## config.mk

```make
export PLATFORM = sky130hd
export DESIGN_NAME = olist_cell
export DESIGN_NICKNAME = d
export VERILOG_FILES = /design/src/rtl/olist_pkg.sv /design/src/rtl/olist_cell.sv
export SDC_FILE = /design/constraint.sdc
export NUM_CORES = 1
export LEC_CHECK = 0
export BUFFER_PORTS_ARGS = -buffer_cell sky130_fd_sc_hd__buf_2
export CAP_MARGIN = 15
export CORE_ASPECT_RATIO = 0.8
export CORE_MARGIN = 3
export CORE_UTILIZATION = 30
export DETAILED_ROUTE_END_ITERATION = 8
export PLACE_DENSITY_LB_ADDON = 0.05
export SYNTH_ARGS = -nofsm -noshare
export SYNTH_HDL_FRONTEND = slang
export SYNTH_SLANG_ARGS = --single-unit
```

## constraint.sdc

```tcl
create_clock -name clk_i -period 3.2 [get_ports clk_i]
set_clock_uncertainty 0.15 [all_clocks]
set_input_delay 0.16 -clock clk_i [delete_from_list [all_inputs] [get_ports clk_i]]
set_output_delay 0.16 -clock clk_i [all_outputs]
set_load 0.02 [all_outputs]
```

## src/rtl/olist_pkg.sv

```systemverilog
// Shared codes, widths and cell control for the ordered list engine.
package olist_pkg;

  localparam int unsigned FuncW    = 3;
  localparam int unsigned StatusW  = 3;
  localparam int unsigned PosW     = 6;
  localparam int unsigned CapW     = 7;
  localparam int unsigned CfgIdxW  = 1;
  localparam int unsigned CfgDataW = 7;

  typedef enum logic [FuncW-1:0] {
    FUNC_PUSH_BACK  = 3'd0,
    FUNC_PUSH_FRONT = 3'd1,
    FUNC_POP_BACK   = 3'd2,
    FUNC_POP_FRONT  = 3'd3,
    FUNC_INSERT     = 3'd4,
    FUNC_REMOVE     = 3'd5
  } func_e;

  typedef enum logic [StatusW-1:0] {
    ST_OK        = 3'd0,
    ST_INVALID   = 3'd1,
    ST_FULL      = 3'd2,
    ST_EMPTY     = 3'd3,
    ST_NOT_FOUND = 3'd4
  } status_e;

  typedef enum logic [CfgIdxW-1:0] {
    REG_LOCK_ENABLE    = 1'd0,
    REG_CAPACITY_LIMIT = 1'd1
  } reg_idx_e;

  // Broadcast control from the sequencer to every cell.
  typedef struct packed {
    logic eval;      // latch per-cell hit flags
    logic by_value;  // hit on stored word equal to key, else on index == target
    logic ins;       // commit an insertion: target loads key, cells above shift up
    logic del;       // commit a removal: cells at/after first hit shift down
  } cell_ctrl_t;

endpackage

```

## src/rtl/olist_cell.sv

```systemverilog
// One storage cell of the list: holds a word, flags hits, shifts to/from neighbors.
module olist_cell #(
  parameter int unsigned DATA_WIDTH = 32,
  parameter int unsigned TW         = 7,
  parameter int unsigned IDX        = 0
) (
  input  logic                   clk_i,
  input  logic                   rst_ni,
  input  olist_pkg::cell_ctrl_t  ctrl_i,
  input  logic [DATA_WIDTH-1:0]  key_i,
  input  logic [TW-1:0]          tgt_i,
  input  logic [TW-1:0]          count_i,
  input  logic                   ge_i,
  input  logic [DATA_WIDTH-1:0]  prev_data_i,
  input  logic [DATA_WIDTH-1:0]  next_data_i,
  output logic [DATA_WIDTH-1:0]  data_o,
  output logic                   eq_o
);

  localparam logic [TW-1:0] MyIdx = TW'(IDX);

  logic [DATA_WIDTH-1:0] data_q, data_d;
  logic                  eq_q, eq_d;
  logic                  gt_q, gt_d;

  always_comb begin
    eq_d = eq_q;
    gt_d = gt_q;
    if (ctrl_i.eval) begin
      if (ctrl_i.by_value) begin
        eq_d = (data_q == key_i) && (MyIdx < count_i);
      end else begin
        eq_d = (MyIdx == tgt_i);
      end
      gt_d = (MyIdx > tgt_i);
    end
  end

  always_comb begin
    data_d = data_q;
    if (ctrl_i.ins) begin
      if (eq_q) begin
        data_d = key_i;
      end else if (gt_q) begin
        data_d = prev_data_i;
      end
    end else if (ctrl_i.del && ge_i) begin
      data_d = next_data_i;
    end
  end

  always_ff @(posedge clk_i or negedge rst_ni) begin
    if (!rst_ni) begin
      eq_q <= 1'b0;
      gt_q <= 1'b0;
    end else begin
      eq_q <= eq_d;
      gt_q <= gt_d;
    end
  end

  always_ff @(posedge clk_i) begin
    data_q <= data_d;
  end

  assign data_o = data_q;
  assign eq_o   = eq_q;

endmodule

```

==> metrics, run 1 <==
Final setup violation count=0; CP Max Fanout=2; Tot GR Track Use=15.03%; # diodes=0; root buffer selected by CTS=clkbuf_8; Fillers=667; Avg Inst Size Synth=10.61 um2; CTS tree=yes; Hold Slack=48.51 ps; total iterations of the first detailed-routing run=4; PD cells=383.4 nW/um2; Static Leak=1.346 nW; HPWL Detailed=4.793 mm; Worst setup SP type=flop; status=finished clean; number of global-route vias before repair=1,941; Synth warnings=0; top area cells in the synthesized netlist=edfxtp_1 (46%), mux2i_1 (15%), a21oi_1 (8.4%), xnor2_1 (7.1%), xor2_1 (6.3%); gr ovfl total=0; share of cells above drive strength 1=46.24%; minimum clock period=1786 ps; Die X=99.31 um; Core Area=6571 um2; combinational power share=27.6%; CTS Buffer Depth=2; vias=1,983; area added between synthesis and finish=44.19%; Critical Path RT=3240 ps; Synth Net Count=314; full die area=8008 um2; Final #Nets=464; final hold violation count=0; Slew headroom=57.32%; Netlist cell types=19; Initial Util=31.80%; vias per cell=4.612; post-synth top area share=45.99%; Clock Latency Late Sink=270 ps; total setup buffers inserted after CTS=0; Worst Tran Pin Value=638.7 ps; achievable frequency=559.9 MHz; Internal=0.0008232 W; drt wl/cell=14.19 um; Sw Share=28.73%; pin count of the biggest net entering global routing=65; RSZ-0062 raised after global routing=no; CTS H-Tree Depth=2; post-route cell area=3013 um2; sequential share of the synthesized area=48.38%; Final TNS setup=0 ps; synthesized area=2090 um2; first-pass GRT wire length=9.321 mm; I/O Buffers=149; Synth Register Bits=34; initial antenna violation count=0; DRC viols=0; Tcrit/Tclk final=55.81%; Reg clk slew, reported paths=60 ps; Iteration-0 DRC Markers=54; post-route setup slack=1414 ps; Setup crit end kind=flop; worst vdd ir=0.1504 mV; clock power share=24.2%; Critical Path AT=1830 ps; Sink Count=34; dominant cell type by area after synthesis=edfxtp_1; Seq pwr share=48.3%; Place WS=1400 ps; RD Place Congestion=0.7646; Rows=26; post-placement cell area=2920 um2; routed wire length=6.101 mm; clock buffer count from CTS=5; post-CTS resize count=0; Routed Antenna Nets=0; reported net switching power=0.0003319 W; Synth Instances=197; Worst Setup Path Type=reg2reg; hold crit path type=in2async; Die Y-Extent=80.65 um; maxcap violations=0; Max Slew Vio Count=0; io pins=150
[registers in the layout (all words and copies together) (netlist names)]
signal  count
eq_o        1
gt_q        1
data_o     32
[stage by stage]
stage,total power [W],instances,util (%)
final,0.001155,430,45.85
after global routing,0.001231,430,45.85
after CTS,0.001177,430,45.85
after detailed placement,0.0008875,422,44.44
after global placement,0.0008871,422,44.44
after floorplan,0.0007443,197,-
[worst max-delay path, stage by stage, from the launching register on]
cell,delay (ps)
edfxtp_1,410
xnor2_1,200
nand4_1,160
nor4_1,490
nand3_1,150
o21ai_1,150
[Yosys cell counts]
library cell,count
a21oi_1,35
xnor2_1,17
nor3_1,2
nor4_2,1
dfrtp_1,2
edfxtp_1,32
or4_1,2
xor2_1,15
buf_4,3
buf_1,3
nor2_1,33
o21ai_1,3
nor4_1,4
mux2i_1,32
nor2b_1,1
nand3_1,3
clkbuf_1,3
buf_2,2
nand4_1,4
[layout by cell type, fill, tap and decap left out]
| cell | Yosys | routed |
|---|---|---|
| clkinv_1 | 0 | 1 |
| o21ai_1 | 3 | 3 |
| dfrtp_2 | 0 | 1 |
| nor2b_1 | 1 | 1 |
| dfrtp_1 | 2 | 1 |
| clkbuf_8 | 0 | 5 |
| xnor2_1 | 17 | 17 |
| dlygate4sd3_1 | 0 | 2 |
| nor2_1 | 33 | 33 |
| nor3_1 | 2 | 2 |
| a21oi_1 | 35 | 34 |
| or4_1 | 2 | 2 |
| nor4_2 | 1 | 1 |
| edfxtp_1 | 32 | 32 |
| nand3_1 | 3 | 3 |
| xor2_1 | 15 | 15 |
| nand4_1 | 4 | 4 |
| buf_4 | 3 | 3 |
| buf_2 | 2 | 149 |
| nor4_1 | 4 | 4 |
| a21oi_4 | 0 | 1 |
| mux2i_1 | 32 | 32 |
[kinds of logic (layout without fill, tap and decap cells)]
family,Yosys count,in the layout,share of synthesized area (%)
XOR/XNOR,32,32,13.41
AND/OR/NAND/NOR,50,50,11.14
buffers and inverters,11,160,2.635
AO/OA/AOI/OAI,38,38,9.102
flip-flops,34,34,48.38
multiplexers,32,32,15.33
[final cells by class]
| cell class | count | area [um2] | share of cell area, % |
|---|---|---|---|
| Sequential cell | 34 | 1012 | 33.60 |
| Clock inverter | 1 | 3.754 | 0.1246 |
| Clock buffer | 5 | 68.82 | 2.284 |
| Multi-Input combinational cell | 152 | 1035 | 34.34 |
| Tap cell | 84 | 105.1 | 3.488 |
| Timing Repair Buffer | 154 | 788.3 | 26.16 |
[what timing repair did]
action / 4_1_cts / 5_1_grt
hold buffers: 2 / 0
setup endpoints to repair: 0 / 0
endpoints found under the hold margin: 3 / 0
[metal layers]
metal	global-route usage [%]	vias up	wire length (um)
li1	-	1013	-
met3	4.861	5	592
met1	19.59	878	2680
met2	24.40	87	2795
met4	3.274	0	33
met5	0	-	0
[power groups by stage]
stage / Combinational (W) / Sequential [W] / Clock (W)
after floorplan: 0.000135 / 0.000610 / 0
after global placement: 0.000320 / 0.000567 / 0
after detailed placement: 0.000320 / 0.000567 / 0
after CTS: 0.000324 / 0.000558 / 0.000296
after global routing: 0.000351 / 0.000563 / 0.000317
final: 0.000318 / 0.000557 / 0.000279
[path summary, 6_finish.rpt]
kind,start,to,slack (ps),cells after the start
worst min register to register,gt_q$_DFFE_PN0P_,gt_q$_DFFE_PN0P_,360,1
worst min-delay path,rst_ni,eq_o$_DFFE_PN0P_,50,2
max in group asynchronous,rst_ni,eq_o$_DFFE_PN0P_,2750,2
worst max register to register,data_o[19]$_DFFE_PP_,eq_o$_DFFE_PN0P_,1410,5
worst max-delay path,data_o[19]$_DFFE_PP_,eq_o$_DFFE_PN0P_,1410,5
min in group clk_i,next_data_i[2],data_o[2]$_DFFE_PP_,50,3
(Power assumes the default switching activity.)
==> run 2, diff against run 1 <==
clock period = 1.6 ns   (was 3.2 ns; I/O delays follow)
==> metrics, run 2 (same netlist as run 1, synthesis figures left out) <==
Rows=26 (unchanged); Tcrit/Tclk final=101.0% (+45 points); hold crit path type=in2reg; # diodes=0 (unchanged); io pins=150 (unchanged); total iterations of the first detailed-routing run=4 (unchanged); Hold Slack=-5.788 ps (-54.30 ps); CTS H-Tree Depth=2 (unchanged); Max Slew Vio Count=0 (unchanged); maxcap violations=0 (unchanged); Critical Path AT=1660 ps (-170 ps); Slew headroom=72.17% (+15 points); most frequent cells in the layout=buf_2 (149), a21oi_1 (34), mux2i_1 (32), nor2_1 (32), edfxtp_1 (32); clock buffer count from CTS=5 (unchanged); post-route cell area=3416 um2 (+13%); Worst Tran Pin Value=417.4 ps (-221.3 ps); Core Area=6571 um2 (unchanged); Final setup violation count=1 (+1); first-pass GRT wire length=9.984 mm (+7.1%); Initial Util=31.80% (unchanged); vias per cell=4.574 (-0.81%); post-route setup slack=-16.77 ps (-1431 ps); most common cell after layout, fill and taps aside=buf_2; Tot GR Track Use=16.05% (+1.0 points); status=finished, violations left; achievable frequency=618.5 MHz (+10%); Iteration-0 DRC Markers=31 (-43%); DRC viols=0 (unchanged); R2R setup slack=-20 ps (-1430 ps); Sink Count=34 (unchanged); Routed Antenna Nets=0 (unchanged); RD Place Congestion=0.7414 (-3.0%); RSZ-0062 raised after global routing=yes; Worst Setup Path Type=reg2reg; drt wl/cell=14.27 um (+0.55%); initial antenna violation count=0 (unchanged); Die X=99.31 um (unchanged); root buffer selected by CTS=clkbuf_8; failing checks=negative hold slack, negative setup slack; full die area=8008 um2 (unchanged); gr ovfl total=0 (unchanged); area added between synthesis and finish=63.47%; post-placement cell area=2983 um2 (+2.1%); reg2reg start=data_o[21]$_DFFE_PP_; Reg clk slew, reported paths=70 ps (about the same); crit path launch=data_o[21]$_DFFE_PP_; final hold violation count=1 (+1); placed cell count=426 (+0.95%); total setup buffers inserted after CTS=0 (unchanged); CTS Buffer Depth=2 (unchanged); PD cells=712.4 nW/um2 (+86%); Critical Path RT=1650 ps (-1590 ps); Die Y-Extent=80.65 um (unchanged); Clock Latency Late Sink=270 ps (about the same); Core Util, Final=51.98% (+6.1 points); CTS tree=yes; Worst setup SP type=flop; HPWL Detailed=5.047 mm (+5.3%); worst vdd ir=0.3917 mV (+160%); max reg flops=32 (unchanged); CP Max Fanout=2 (unchanged); Setup crit end kind=flop; minimum clock period=1617 ps (-169.2 ps); Fillers=636 (-4.6%); share of cells above drive strength 1=44.88% (-1.4 points); pin count of the biggest net entering global routing=45 (-31%); routed wire length=6.634 mm (+8.7%); hold depth=3; R2R cell count=5 (unchanged); vias=2,127 (+7.3%); Static Leak=1.534 nW (+14%); I/O Buffers=149 (unchanged); non-filler cells, final=465 (+8.1%); hold wc startpoint=next_data_i[17]; Final #Nets=497 (+7.1%); number of global-route vias before repair=2,017 (+3.9%)
[run 2: cell types whose count changed in the layout (fill, tap and decap cells not counted), sizes merged]
cell	delta
dlygate4sd3	+29
buf	+4
clkinv	+1
clkbuf	+1
[run 2: power breakdown]
part / leakage, nW / internal [W] / switching [W] / total [W]
Sequential: 0.330 / 0.00107 / 0.0000454 / 0.00111
Combinational: 1.16 / 0.000363 / 0.000365 / 0.000729
Clock: 0.0426 / 0.000299 / 0.000291 / 0.000590
[run 2: what timing repair did]
action	in CTS	in global routing
cloned	0	0
endpoints found under the hold margin	32	0
resized for setup	3	3
hold buffers	31	0
endpoints found under the setup margin	1	1
pin swaps	1	6
[run 2: final cells by class]
class	instances	area, um2	area share (%)
sequential	34	1012	29.63
multi-input combinational	152	1084	31.72
clock buffer	6	72.57	2.125
clock inverter	2	8.758	0.2564
timing repair buffer	187	1134	33.19
tap	84	105.1	3.077
[run 2: final timing paths]
| kind | to |
|---|---|
| worst max-delay path | eq_o$_DFFE_PN0P_ |
| worst min-delay path | data_o[17]$_DFFE_PP_ |
| worst max register to register | eq_o$_DFFE_PN0P_ |
| worst min register to register | gt_q$_DFFE_PN0P_ |
| max in group asynchronous | eq_o$_DFFE_PN0P_ |
| min in group asynchronous | gt_q$_DFFE_PN0P_ |
[run 2: metal layers]
metal  GRT usage [%]  up-vias  routed length [um]
met2           27.61       83                3203
met4           2.865        0                  25
met5               0        -                   0
met1           20.23      960                2855
met3           4.688        2                 549
li1                -     1082                   -
[run 2: critical path: stages, from the launching register on]
cell and delay (ps):
edfxtp_1 430, xnor2_2 180, nand4_1 180, nor4_4 330, nand3_1 130, o21ai_2 130
[run 2: stage by stage]
stage	setup WS (ps)	TNS, ps	total power, W
final	-16.77	-16.77	0.002433
after global routing	-153.6	-153.6	0.002584
after CTS	-2.764	-2.764	0.002471
after detailed placement	-108.7	-108.7	0.001801
after global placement	-8.916	-8.916	0.001798
after floorplan	-274.8	-8794	0.001498
==> run 3, diff against run 2 <==
PLACE_DENSITY_LB_ADDON = 0.1   (was 0.05)
==> metrics, run 3 (same netlist as run 1, synthesis figures left out) <==
total setup buffers inserted after CTS=0 (unchanged); status=finished, violations left; most frequent cells in the layout=buf_2 (149), a21oi_1 (34), mux2i_1 (32), nor2_1 (32), edfxtp_1 (32); # diodes=0 (unchanged); CTS H-Tree Depth=2 (unchanged); Place WS=-110.4 ps (-1.674 ps); clock buffer count from CTS=5 (unchanged); Tot GR Track Use=16.17% (+0.12 points); RD Place Congestion=0.7463 (+0.66%); combinational power share=27.9% (-2.1 points); Critical Path RT=1650 ps (about the same); Core Area=6571 um2 (unchanged); Iteration-0 DRC Markers=48 (+55%); failing checks=negative hold slack; minimum clock period=1567 ps (-50.11 ps); Static Leak=1.549 nW (+0.96%); hold wc startpoint=next_data_i[20]; Sink Count=34 (unchanged); achievable frequency=638.3 MHz (+3.2%); Worst Setup Path Type=reg2reg; non-filler cells, final=465 (unchanged); hold crit path type=in2reg; met1 wire length=2.861 mm (+0.21%); final hold violation count=1 (unchanged); met2 WL=3.195 mm (-0.25%); Initial Util=31.80% (unchanged); pin count of the biggest net entering global routing=45 (unchanged); Fillers=634 (-0.31%); clock power share=29.3% (+5.1 points); Die Y-Extent=80.65 um (unchanged); CP max stage cell=edfxtp_1; root buffer selected by CTS=clkbuf_8; Die X=99.31 um (unchanged); CTS Buffer Depth=2 (unchanged); Critical Path AT=1620 ps (-40 ps); most common cell after layout, fill and taps aside=buf_2; RSZ-0062 raised after global routing=yes; Routed Antenna Nets=0 (unchanged); Hold Slack=-4.411 ps (+1.377 ps); CTS tree=yes; Seq pwr share=42.7% (-3.1 points); post-route setup slack=33.34 ps (+50.11 ps); vias per cell=4.622 (+1.0%); reported net switching power=0.0007241 W (+3.2%); initial antenna violation count=0 (unchanged); routed wire length=6.639 mm (about the same); Max Slew Vio Count=0 (unchanged); total power=0.002619 W (+7.6%); number of global-route vias before repair=2,209 (+9.5%); Clock Latency Late Sink=280 ps (about the same); cells along the critical path=xnor2_1, nand4_1, nor4_4, nand3_1, o21ai_2; post-route cell area=3446 um2 (+0.88%); Final #Nets=497 (unchanged); footprint of the multi-input gates=1076 um2 (-0.69%); Reg clk slew, reported paths=70 ps (about the same); storage element area=1012 um2 (unchanged); gr ovfl total=0 (unchanged); drt wl/cell=14.28 um (about the same); vias=2,149 (+1.0%); post-placement cell area=3003 um2 (+0.67%); max reg flops=32 (unchanged); Slew headroom=71.40% (-0.77 points); HPWL Detailed=5.198 mm (+3.0%); share of cells above drive strength 1=45.41% (+0.52 points); I/O Buffers=149 (unchanged); highest routed layer=met4; worst vdd ir=0.3417 mV (-13%); placed cell count=427 (+0.23%); Worst setup SP type=flop; Tcrit/Tclk final=97.92% (-3.1 points); DRC viols=0 (unchanged); Worst Tran Pin Value=429.0 ps (+11.57 ps); met3 wire len=564 um (+2.7%); CP Max Fanout=2 (unchanged); io pins=150 (unchanged); full die area=8008 um2 (unchanged); slowest stage delay, CP=410 ps (-20 ps); Internal=0.001895 W (+9.4%); Final setup violation count=0 (-1); total iterations of the first detailed-routing run=4 (unchanged); Sw Share=27.65% (-1.2 points); maxcap violations=0 (unchanged); first-pass GRT wire length=10.22 mm (+2.3%); Rows=26 (unchanged); Setup crit end kind=flop; area added between synthesis and finish=64.91%; PD cells=760.0 nW/um2 (+6.7%); reg2reg start=data_o[25]$_DFFE_PP_; crit path launch=data_o[25]$_DFFE_PP_
run 3: per-layer routing:
metal	track usage [%]	vias up
li1	-	1080
met1	20.85	979
met2	27.61	88
met3	4.514	2
met4	2.456	0
met5	0	-
run 3: critical path: cells and delay by family, from the launching register on:
family / cells / cell delay, ps
AOI/OAI and AO/OA: 1 / 120
xor gates and xnor gates: 1 / 180
DFF: 1 / 410
and+or+nand+nor: 3 / 640
run 3: layout make-up:
cell class,count,share of cell area [%]
Clock inverter,3,1.162
Timing Repair Buffer,187,33.19
Tap cell,84,3.050
Clock buffer,5,1.997
Multi-Input combinational cell,152,31.23
Sequential cell,34,29.38
run 3: per-stage QoR:
stage	setup TNS, ps	utilization, %
after floorplan	-8794	-
after CTS	-17.52	52.15
after detailed placement	-110.4	45.70
final	0	52.44
after global routing	-95.36	52.44
after global placement	-85.65	45.70
run 3: timing repair:
action,in CTS,in global routing
resized for setup,2,3
pin swaps,0,5
hold buffers,30,0
setup endpoints to repair,1,1
endpoints found under the hold margin,31,0
run 3: final timing paths:
check                                        to  slack (ps)  cells past startpoint
setup / recovery               eq_o$_DFFE_PN0P_          30                      5
hold / removal             data_o[20]$_DFFE_PP_          -4                      3
setup reg to reg               eq_o$_DFFE_PN0P_          30                      5
hold reg to reg                gt_q$_DFFE_PN0P_         430                      1
max in group asynchronous      eq_o$_DFFE_PN0P_         630                      3
min in group asynchronous      gt_q$_DFFE_PN0P_         520                      3
run 3: power by group through the flow:
stage / sequential, W / clock, W / combinational (W)
floorplan: 0.00122 / 0 / 0.000281
global placement: 0.00113 / 0 / 0.000672
detailed placement: 0.00114 / 0 / 0.000674
CTS: 0.00112 / 0.000801 / 0.000735
global route: 0.00113 / 0.000834 / 0.000803
finish: 0.00112 / 0.000768 / 0.000732
